## src/rtl/wrf_pkg.sv

```systemverilog
// ----------------------------------------------------------------------------
// wrf_pkg
// shared constants, codes and types of the windowed rank filter
// ----------------------------------------------------------------------------
package wrf_pkg;

  // default geometry
  localparam int WINDOW_DEF      = 9;
  localparam int SAMPLE_BITS_DEF = 12;

  // rank register
  localparam int             RANK_W     = 4;
  localparam logic [RANK_W-1:0] RANK_RESET = 4'd5;

  // configuration port
  localparam int CFG_ADDR_W = 3;
  localparam int CFG_DATA_W = 32;

  // register index, taken from paddr[2]
  localparam logic REG_RANK = 1'b0;

  // request operation codes
  localparam logic OP_STORE = 1'b0;
  localparam logic OP_EVAL  = 1'b1;

  // control shared by all cells of the sort row
  typedef struct packed {
    logic sort_en;  // perform one compare-exchange pass
    logic phase;    // 0: pairs start at even cells, 1: at odd cells
  } cell_ctrl_t;

endpackage

```

## src/rtl/windowed_rank_filter.sv

```systemverilog
// ----------------------------------------------------------------------------
// windowed_rank_filter
// rank-order filter over a store of WINDOW samples kept in a row of sort cells
// ----------------------------------------------------------------------------
// The store is a row of WINDOW cells, one sample each, cleared at reset. A
// store request (operation 0) writes the sample into the cell at the write
// pointer in the cycle it is accepted, so one store request is taken every
// cycle while the filter is idle; the pointer wraps from WINDOW-1 to 0. An
// evaluate request (operation 1) runs WINDOW odd-even transposition passes
// across the cell row, one pass per cycle in which each paired cell
// compare-exchanges with its neighbor, then captures the cell at the
// configured rank into the output register. An evaluate holds off new
// requests from its accept through the WINDOW passes until the capture. The
// sort stays in the store, so later stores overwrite slots of the sorted row.
// A rank of WINDOW or above returns the last (largest) entry. A finished
// result waits in the output register while new requests are accepted; a
// second evaluate holds at capture until the previous result has been taken.
// The rank register sits at byte address 0 of the apb port, reset value 5.
// ----------------------------------------------------------------------------
module windowed_rank_filter #(
  parameter int WINDOW      = wrf_pkg::WINDOW_DEF,
  parameter int SAMPLE_BITS = wrf_pkg::SAMPLE_BITS_DEF
) (
  input  logic                              clk,
  input  logic                              rst_n,
  // input requests
  input  logic                              in_valid,
  output logic                              in_ready,
  input  logic                              in_operation,
  input  logic [SAMPLE_BITS-1:0]            in_sample,
  // results
  output logic                              out_valid,
  input  logic                              out_ready,
  output logic [SAMPLE_BITS-1:0]            out_ranked_value,
  // configuration
  input  logic                              psel,
  input  logic                              penable,
  input  logic                              pwrite,
  input  logic [wrf_pkg::CFG_ADDR_W-1:0]    paddr,
  input  logic [wrf_pkg::CFG_DATA_W-1:0]    pwdata,
  output logic [wrf_pkg::CFG_DATA_W-1:0]    prdata,
  output logic                              pready
);

  localparam int PTR_W = $clog2(WINDOW);

  // sequencer states
  localparam logic [1:0] ST_IDLE = 2'd0;
  localparam logic [1:0] ST_SORT = 2'd1;
  localparam logic [1:0] ST_DONE = 2'd2;

  logic [1:0]             state_r;
  logic [1:0]             state_nxt;
  logic [PTR_W-1:0]       pass_r;
  logic [PTR_W-1:0]       pass_nxt;
  logic [PTR_W-1:0]       wp_r;
  logic [PTR_W-1:0]       wp_nxt;
  logic                   out_valid_r;
  logic                   out_valid_nxt;
  logic [SAMPLE_BITS-1:0] out_val_r;
  logic [SAMPLE_BITS-1:0] out_val_nxt;

  logic                   in_acc;
  logic                   store_acc;
  logic                   eval_acc;
  logic                   capture;
  logic                   last_pass;
  logic [wrf_pkg::RANK_W-1:0] rank;
  logic [31:0]            rank_ext;
  logic [PTR_W-1:0]       pos;
  wrf_pkg::cell_ctrl_t    ctrl;
  logic [SAMPLE_BITS-1:0] cell_val [WINDOW];
  logic                   cells_sorted;

  // rank register
  wrf_cfg u_cfg (
    .clk     (clk),
    .rst_n   (rst_n),
    .psel    (psel),
    .penable (penable),
    .pwrite  (pwrite),
    .paddr   (paddr),
    .pwdata  (pwdata),
    .prdata  (prdata),
    .pready  (pready),
    .rank    (rank)
  );

  // handshake decode
  assign in_ready  = (state_r == ST_IDLE);
  assign in_acc    = in_valid && in_ready;
  assign store_acc = in_acc && (in_operation == wrf_pkg::OP_STORE);
  assign eval_acc  = in_acc && (in_operation == wrf_pkg::OP_EVAL);
  assign last_pass = (pass_r == PTR_W'(WINDOW - 1));

  // capture once the previous result is gone or leaving now
  assign capture = (state_r == ST_DONE) && (!out_valid_r || out_ready);

  // rank beyond the store saturates to the top entry
  assign rank_ext = 32'(rank);
  assign pos      = (rank_ext >= 32'(WINDOW)) ? PTR_W'(WINDOW - 1) : PTR_W'(rank_ext);

  // sort control, phase alternates every pass
  assign ctrl.sort_en = (state_r == ST_SORT);
  assign ctrl.phase   = pass_r[0];

  // the cell row
  for (genvar i = 0; i < WINDOW; i++) begin : g_cell
    logic [SAMPLE_BITS-1:0] left_val;
    logic [SAMPLE_BITS-1:0] right_val;
    logic                   load;

    if (i == 0) begin : g_first
      assign left_val = '0;
    end else begin : g_mid_l
      assign left_val = cell_val[i-1];
    end
    if (i == WINDOW - 1) begin : g_last
      assign right_val = '0;
    end else begin : g_mid_r
      assign right_val = cell_val[i+1];
    end

    assign load = store_acc && (wp_r == PTR_W'(i));

    wrf_cell #(
      .IDX         (i),
      .WINDOW      (WINDOW),
      .SAMPLE_BITS (SAMPLE_BITS)
    ) u_cell (
      .clk       (clk),
      .rst_n     (rst_n),
      .ctrl      (ctrl),
      .load      (load),
      .sample    (in_sample),
      .left_val  (left_val),
      .right_val (right_val),
      .val       (cell_val[i])
    );
  end

  // sequencer and write pointer
  always_comb begin
    state_nxt = state_r;
    pass_nxt  = pass_r;
    wp_nxt    = wp_r;
    case (state_r)
      ST_IDLE: begin
        if (store_acc) begin
          wp_nxt = (wp_r == PTR_W'(WINDOW - 1)) ? '0 : wp_r + 1'b1;
        end
        if (eval_acc) begin
          state_nxt = ST_SORT;
          pass_nxt  = '0;
        end
      end
      ST_SORT: begin
        if (last_pass) begin
          state_nxt = ST_DONE;
          pass_nxt  = '0;
        end else begin
          pass_nxt = pass_r + 1'b1;
        end
      end
      ST_DONE: begin
        if (capture) begin
          state_nxt = ST_IDLE;
        end
      end
      default: begin
        state_nxt = ST_IDLE;
        pass_nxt  = '0;
      end
    endcase
  end

  // output register
  always_comb begin
    out_valid_nxt = out_valid_r;
    out_val_nxt   = out_val_r;
    if (out_valid_r && out_ready) begin
      out_valid_nxt = 1'b0;
    end
    if (capture) begin
      out_valid_nxt = 1'b1;
      out_val_nxt   = cell_val[pos];
    end
  end

  always_ff @(posedge clk) begin
    if (!rst_n) begin
      state_r     <= ST_IDLE;
      pass_r      <= '0;
      wp_r        <= '0;
      out_valid_r <= 1'b0;
    end else begin
      state_r     <= state_nxt;
      pass_r      <= pass_nxt;
      wp_r        <= wp_nxt;
      out_valid_r <= out_valid_nxt;
    end
  end

  always_ff @(posedge clk) begin
    out_val_r <= out_val_nxt;
  end

  assign out_valid        = out_valid_r;
  assign out_ranked_value = out_val_r;

  // row is ascending, used by the checks below
  always_comb begin
    cells_sorted = 1'b1;
    for (int k = 0; k < WINDOW - 1; k++) begin
      if (cell_val[k] > cell_val[k+1]) begin
        cells_sorted = 1'b0;
      end
    end
  end

  // after the last pass the row must be in order
  a_sorted_at_done: assert property (@(posedge clk) disable iff (!rst_n)
    (state_r == ST_DONE) |-> cells_sorted)
    else $error("cell row not sorted after the last pass");

  // a sort runs exactly WINDOW passes
  a_pass_count: assert property (@(posedge clk) disable iff (!rst_n)
    (state_r == ST_SORT && last_pass) |=> (state_r == ST_DONE))
    else $error("sort did not end after WINDOW passes");

  // write pointer stays inside the store
  a_wp_range: assert property (@(posedge clk) disable iff (!rst_n)
    wp_r <= PTR_W'(WINDOW - 1))
    else $error("write pointer beyond the store");

  // a capture always presents a result in the next cycle
  a_capture_valid: assert property (@(posedge clk) disable iff (!rst_n)
    capture |=> (out_valid && state_r == ST_IDLE))
    else $error("captured result not presented");

endmodule

```

## src/rtl/wrf_cell.sv

```systemverilog
// ----------------------------------------------------------------------------
// wrf_cell
// one slot of the sample store with its compare-exchange against a neighbor
// ----------------------------------------------------------------------------
module wrf_cell #(
  parameter int IDX         = 0,
  parameter int WINDOW      = wrf_pkg::WINDOW_DEF,
  parameter int SAMPLE_BITS = wrf_pkg::SAMPLE_BITS_DEF
) (
  input  logic                   clk,
  input  logic                   rst_n,
  input  wrf_pkg::cell_ctrl_t    ctrl,
  input  logic                   load,
  input  logic [SAMPLE_BITS-1:0] sample,
  input  logic [SAMPLE_BITS-1:0] left_val,
  input  logic [SAMPLE_BITS-1:0] right_val,
  output logic [SAMPLE_BITS-1:0] val
);

  localparam logic IDX_ODD   = ((IDX % 2) == 1);
  localparam logic HAS_LEFT  = (IDX > 0);
  localparam logic HAS_RIGHT = (IDX < WINDOW - 1);

  logic [SAMPLE_BITS-1:0] val_r;
  logic [SAMPLE_BITS-1:0] val_nxt;
  logic                   low_member;
  logic                   high_member;

  // low member of a pair keeps the minimum, high member the maximum
  assign low_member  = (IDX_ODD == ctrl.phase) && HAS_RIGHT;
  assign high_member = (IDX_ODD != ctrl.phase) && HAS_LEFT;

  always_comb begin
    val_nxt = val_r;
    if (load) begin
      val_nxt = sample;
    end else if (ctrl.sort_en) begin
      if (low_member && (right_val < val_r)) begin
        val_nxt = right_val;
      end else if (high_member && (left_val > val_r)) begin
        val_nxt = left_val;
      end
    end
  end

  always_ff @(posedge clk) begin
    if (!rst_n) begin
      val_r <= '0;
    end else begin
      val_r <= val_nxt;
    end
  end

  assign val = val_r;

endmodule

```

## src/rtl/wrf_cfg.sv

```systemverilog
// ----------------------------------------------------------------------------
// wrf_cfg
// apb register file holding the rank register
// ----------------------------------------------------------------------------
module wrf_cfg (
  input  logic                                clk,
  input  logic                                rst_n,
  input  logic                                psel,
  input  logic                                penable,
  input  logic                                pwrite,
  input  logic [wrf_pkg::CFG_ADDR_W-1:0]      paddr,
  input  logic [wrf_pkg::CFG_DATA_W-1:0]      pwdata,
  output logic [wrf_pkg::CFG_DATA_W-1:0]      prdata,
  output logic                                pready,
  output logic [wrf_pkg::RANK_W-1:0]          rank
);

  logic [wrf_pkg::RANK_W-1:0] rank_r;
  logic [wrf_pkg::RANK_W-1:0] rank_nxt;
  logic                       sel_rank;

  assign sel_rank = (paddr[2] == wrf_pkg::REG_RANK);
  assign pready   = 1'b1;

  always_comb begin
    rank_nxt = rank_r;
    if (psel && penable && pwrite && sel_rank) begin
      rank_nxt = pwdata[wrf_pkg::RANK_W-1:0];
    end
  end

  always_ff @(posedge clk) begin
    if (!rst_n) begin
      rank_r <= wrf_pkg::RANK_RESET;
    end else begin
      rank_r <= rank_nxt;
    end
  end

  always_comb begin
    prdata = '0;
    if (sel_rank) begin
      prdata = {{(wrf_pkg::CFG_DATA_W - wrf_pkg::RANK_W){1'b0}}, rank_r};
    end
  end

  assign rank = rank_r;

endmodule
```

## config.mk

```make
export PLATFORM = sky130hd
export DESIGN_NAME = windowed_rank_filter
export DESIGN_NICKNAME = d
export VERILOG_FILES = /design/src/rtl/wrf_pkg.sv /design/src/rtl/windowed_rank_filter.sv /design/src/rtl/wrf_cell.sv /design/src/rtl/wrf_cfg.sv
export SDC_FILE = /design/constraint.sdc
export NUM_CORES = 1
export LEC_CHECK = 0
export BUFFER_PORTS_ARGS = -buffer_cell sky130_fd_sc_hd__buf_2
export CORE_MARGIN = 1.5
export CORE_UTILIZATION = 45
export CTS_CLUSTER_DIAMETER = 120
export CTS_CLUSTER_SIZE = 12
export DETAILED_ROUTE_END_ITERATION = 16
export PLACE_DENSITY = 0.69
export SETUP_SLACK_MARGIN = 0.2
export SKIP_LAST_GASP = 1
export SLEW_MARGIN = 20
export SYNTH_ARGS = -nofsm -noshare
export SYNTH_HDL_FRONTEND = slang
export SYNTH_HIERARCHICAL = 1
export SYNTH_SLANG_ARGS = --single-unit
export TNS_END_PERCENT = 50
```

## constraint.sdc

```tcl
create_clock -name clk -period 2.4 [get_ports clk]
set_input_delay 0.36 -clock clk [delete_from_list [all_inputs] [get_ports clk]]
set_output_delay 0.36 -clock clk [all_outputs]
set_load 0.005 [all_outputs]
```

# Word-level counts from Yosys, hierarchy flattened
# Index checks and enable logic that the tools add are counted.
word_totals:
  regBits: 135
  out_inout_bits: 47
  wordCells: 171
classes:
  add_sub_neg: 2
  magnitude_cmp: 18
  eq_ne: 14
  n_mux: 49
  n_bitwise: 5
  reduce_logical: 68
ops:
  columns: ["cell", "n"]
  rows:
  - ["2-to-1 mux 12 bit", 36]
  - ["> comparator 12 bit", 8]
  - ["less-than comparator 12 bit", 8]
  - ["binary-select mux 12 bit (select 4 bit)", 1]
  - ["logical AND 1 bit", 33]
  - ["nonzero test 2 bit", 12]
  - ["AND reduction 2 bit", 11]
  - ["nonzero test 3 bit", 7]
  - ["2-to-1 mux 4 bit", 5]
  - ["equality test 4 x 3 -> 1 bit (second input constant)", 4]
  - ["case mux 4 bit (3 select lines)", 1]
  - ["adder 4 x 1 -> 4 bit (second input constant)", 2]
  - ["equality test 4 x 2 -> 1 bit (second input constant)", 2]
  - ["equality test 4 bit (second input constant)", 2]
  - ["2-to-1 mux 2 bit", 3]
  - ["case mux 2 bit (3 select lines)", 1]
  - ["greater-or-equal comparator 5 bit (second input constant)", 1]
  - ["NOT 4 -> 5 bit", 1]
  - ["equality test 4 x 1 -> 1 bit (second input constant)", 1]
  - ["greater-or-equal comparator 4 bit (second input constant)", 1]
  - ["logical NOT 4 bit", 1]
  - ["!= test 2 bit (second input constant)", 2]
  - ["NOT 1 bit", 4]
  - ["AND reduction 3 bit", 1]
  - ["other kinds (7)", 8]

# Logic depth before layout (Yosys ltp)
logic_depth:
  ltp_word: 6
  depth_mapped: 10

# Modules after synthesis
# The synthesis kept the hierarchy.
modules_own_cells:
  columns: ["mod", "n_inst", "cells_per_inst", "area_each_um2", "seq_area_each_um2"]
  rows:
  - ["wrf_cell (g_cell[1].u_cell ...)", 4, 158, 1393.8, 240.2]
  - ["wrf_cell (g_cell[2].u_cell ...)", 3, 157, 1376.3, 240.2]
  - ["windowed_rank_filter", 1, 206, 1905.6, 580.6]
  - ["wrf_cell (g_cell[0].u_cell)", 1, 102, 919.6, 240.2]
  - ["wrf_cell (g_cell[8].u_cell)", 1, 88, 849.6, 240.2]
  - ["wrf_cfg", 1, 53, 441.7, 80.1]

# Least setup slack after synthesis
# OpenSTA, ideal clock, no wires.
synth_path:
  path_type: "reg2reg"
  start: "register state_r[1]"
  end: "register g_cell[1].u_cell.val_r[0]"
  setup_time_ns: 0.141
  arrival_time_ns: 2.259
  slack_ns: 0.000
  path_stages_with_launch: 9
  n_path_buf: 3
  path_cell_list: "dfxtp_1 -> or4b_4 -> buf_6 -> nor3_1 -> and2_1 -> clkbuf_1 -> nand2b_1 -> clkbuf_1 -> o311ai_2"
synth_between:
  elab_chain_cells: 6
synth_rtl:
  columns: ["item", "line", "rtl"]
  rows:
  - ["from (decl)", "windowed_rank_filter.sv:52", "logic [1:0] state_r;"]
  - ["from (signal assigned)", "windowed_rank_filter.sv:197", "state_r <= state_nxt;"]
  - ["logical NOT 2 bit (*)", "windowed_rank_filter.sv:90", "assign in_ready = (state_r == ST_IDLE);"]
  - ["logical AND 1 bit (*)", "windowed_rank_filter.sv:91", "assign in_acc = in_valid && in_ready;"]
  - ["logical AND 1 bit (*)", "windowed_rank_filter.sv:92", "assign store_acc = in_acc && (in_operation == wrf_pkg::OP_STORE);"]
  - ["logical AND 1 bit (*)", "windowed_rank_filter.sv:124", "assign load = store_acc && (wp_r == PTR_W'(i));"]
  - ["named net g_cell[1].load", "windowed_rank_filter.sv:111", "logic load;"]
  - ["nonzero test 3 bit (no source line) / nonzero test 2 bit (equally long branches)", null, null]
  - ["AND reduction 2 bit (no source line)", null, null]
  - ["to (signal assigned)", "wrf_cell.sv:50", "val_r <= val_nxt;"]
  - ["to (decl)", "wrf_cell.sv:24", "logic [SAMPLE_BITS-1:0] val_r;"]
# Mark *: on every way through the listed nets, which the timed path passes. The rest lies on a longest branch.
# A chain may end at the register's enable or synchronous reset.

# Final worst setup path
layout_path:
  start: "register state_r[1]"
  end: "register g_cell[0].u_cell.val_r[5]"
layout_between:
  elab_chain_cells: 6
layout_rtl:
  columns: ["item", "line"]
  rows:
  - ["logical NOT 2 bit (*)", "windowed_rank_filter.sv:90"]
  - ["logical AND 1 bit (*)", "windowed_rank_filter.sv:91"]
  - ["logical AND 1 bit (*)", "windowed_rank_filter.sv:92"]
  - ["logical AND 1 bit (*)", "windowed_rank_filter.sv:124"]
  - ["named net g_cell[0].load", "windowed_rank_filter.sv:111"]
  - ["nonzero test 2 bit (no source line)", null]
  - ["AND reduction 2 bit (no source line)", null]
  - ["to (signal assigned)", "wrf_cell.sv:50"]
  - ["to (decl)", "wrf_cell.sv:24"]
# Marked as above.

==> results.toml <==
[status]
outcome = "finished, final reports clean"

[floorplan]
fp-row-count = 63
io_pins = 102
start_util_pct = 46.1
die_area_sq_um = 31800
fp.dieH_um = 178
coreArea_sq_um = 30000
die_x_um = 178

[setup_path]
arrival_ps = 2570
endpoint_kind = "register"
rr_startpoint = "state_r[1]"
cp_num_buf_inv = 2
crit_required_ps = 2740
crit_fanout = 18
slowest_delay_ps = 560
cp_cell_sequence = "or4b_4, nor3_4, and2_4, buf_12, nor2_1, a2bb2oi_4, buf_12, a21oi_1, a311oi_1"
cp_slowest_cell = "or4b_4"
crit_path_start = "state_r[1]"
crit_type = "reg -> reg"
cpLargestDelayFamily = "simple AND/OR/NAND/NOR gates"
cpMostUsedCell = "buf_12"
worst_setup_path_start_kind = "register"

[flow_run]
max-cap-violations = 0

[timing]
worst_slew_pin_slew_ps = 685
timing.slew.headroom_pct = 54.3
finalSetupViolations = 0
drv_slew = 0
worst_slack_ps = 174
setup_tns_ps = 0
period_minus_slack_ps = 2230
whs_ps = 171
rsz0062_at_grt = "yes"
finalClockSkew_ps = 14.3
max_freq_ghz = 0.449
hold_viol = 0
post-route-period-util_pct = 92.8

[route]
dr_total_vias = 14055
totalWireLength_mm = 50.7
vias_per_cell = 6.65
wl_per_cell_um = 24.0
dr.first_iter.drc_count = 1718
first_pass_iters = 6
route.detailed.drc = 0
ant_nets = 0

[clock_network]
cts_inserted_buffers = 17
clock_latency_ps = 450
cts.sinks = 135
cts_tree = "built"
cts_root_buf = "clkbuf_16"
h-tree-depth = 4
path_clk_slew_ps = 60
cts_hold_buffers = 0
clockBufferDepth = 2

[cells_and_area]
final_util_pct = 56.9
nFillCells = 2514
num_antenna_cells = 0
nets = 1956
finalNonFillerCells = 2114
synthToLayoutAreaGrowth_pct = 23.3
drive_above_1_share_pct = 31.3
final_area_sq_um = 17000

[placed_design]
gp_congestion = 0.977
dp_hpwl_mm = 34.5
pre_cts_ws_ps = -27.8
io_buffers = 42
dp_cells = 2044
place_area_sq_um = 15200

[global_routing]
antenna_found_initial = 0
grt_pass1_vias = 12805
grt_first_pass_wirelength_mm = 73.4
grt.total_usage_pct = 30.4
grt_overflow = 0
grt_max_degree = 60

[synthesis]
yosysWarnings = 6
netlist_area_sq_um = 13800
synth_area_per_cell_sq_um = 8.91
syn_inst = 1551

[power_and_ir_drop]
finalPower_mw = 6.77
max-vdd-ir-drop_mv = 0.506
power.leakage_nw = 6.64
power_density_nw_per_um2 = 397

[min_path]
holdCritStartpoint = "pwdata[1]"
hold_path.class = "in -> reg"
registers in the layout, summed over array words and instances, names as in the netlist:
name               flops
u_cfg/rank             4
g_cell.u_cell/val    108
wp_r                   4
state_r                2
out_valid              1
pass_r                 4
out_ranked_value      12
worst paths after layout:
kind                            cells past startpoint  slack [ps]                 endpoint
worst max-delay path                                9         170  g_cell[0].u_cell/val[5]
worst min-delay path                                3         170            u_cfg/rank[1]
worst max register to register                      9         170  g_cell[0].u_cell/val[5]
worst min register to register                      2         490                pass_r[3]
repair_timing:
action,4_1_cts,5_1_grt
gates cloned,7,8
pin swaps,6,44
endpoints found under the setup margin,101,107
gates resized for setup,52,177
buffers inserted,7,16
tightest hold or removal path, stage by stage:
cell and delay, ps:
buf_2 90, nand2_1 40, mux2i_1 60
cells in the final DEF, fill, tap and decap left out, types with 9 or more instances in the layout:
cell type / n
buf_6: 21
nor2_1: 106
nand2b_1: 10
mux2i_1: 113
ha_4: 22
edfxtp_1: 12
ha_1: 165
nor2b_1: 24
o21ai_0: 22
dfxtp_4: 25
a311oi_1: 13
a21oi_1: 54
a21o_1: 18
o311ai_2: 79
buf_4: 156
o22ai_1: 11
buf_12: 14
nand2_1: 54
nand4_1: 116
inv_1: 132
o21a_1: 30
clkbuf_16: 20
nand3_1: 103
buf_2: 42
o221a_1: 10
conb_1: 29
dfxtp_1: 62
dfxtp_2: 36
o21ai_1: 9
and2_4: 12
layout make-up:
class,count,area [sq um],area share [%]
Multi-Input combinational cell,1183,10500,61.8
Sequential cell,135,2960,17.4
Timing Repair Buffer,236,1980,11.6
Inverter,138,520,3.05
Tap cell,390,488,2.86
Clock buffer,22,475,2.79
Clock inverter,10,95.1,0.558
report_power, final:
group / switching [mW] / internal [mW] / total (mW)
combinational: 1.03 / 0.699 / 1.73
sequential: 0.0797 / 2.31 / 2.39
clock: 1.13 / 1.52 / 2.65
total: 2.23 / 4.53 / 6.77
per-layer routing:
metal | global-route usage (%) | up-vias | part of all wire (%)
li1 | - | 6183 | -
met1 | 38.7 | 6697 | 38
met2 | 47.5 | 941 | 44
met3 | 7.61 | 234 | 11
met4 | 15.8 | 0 | 6.8
met5 | 0 | - | 0
No activity file was read; power rests on OpenSTA's default activity.
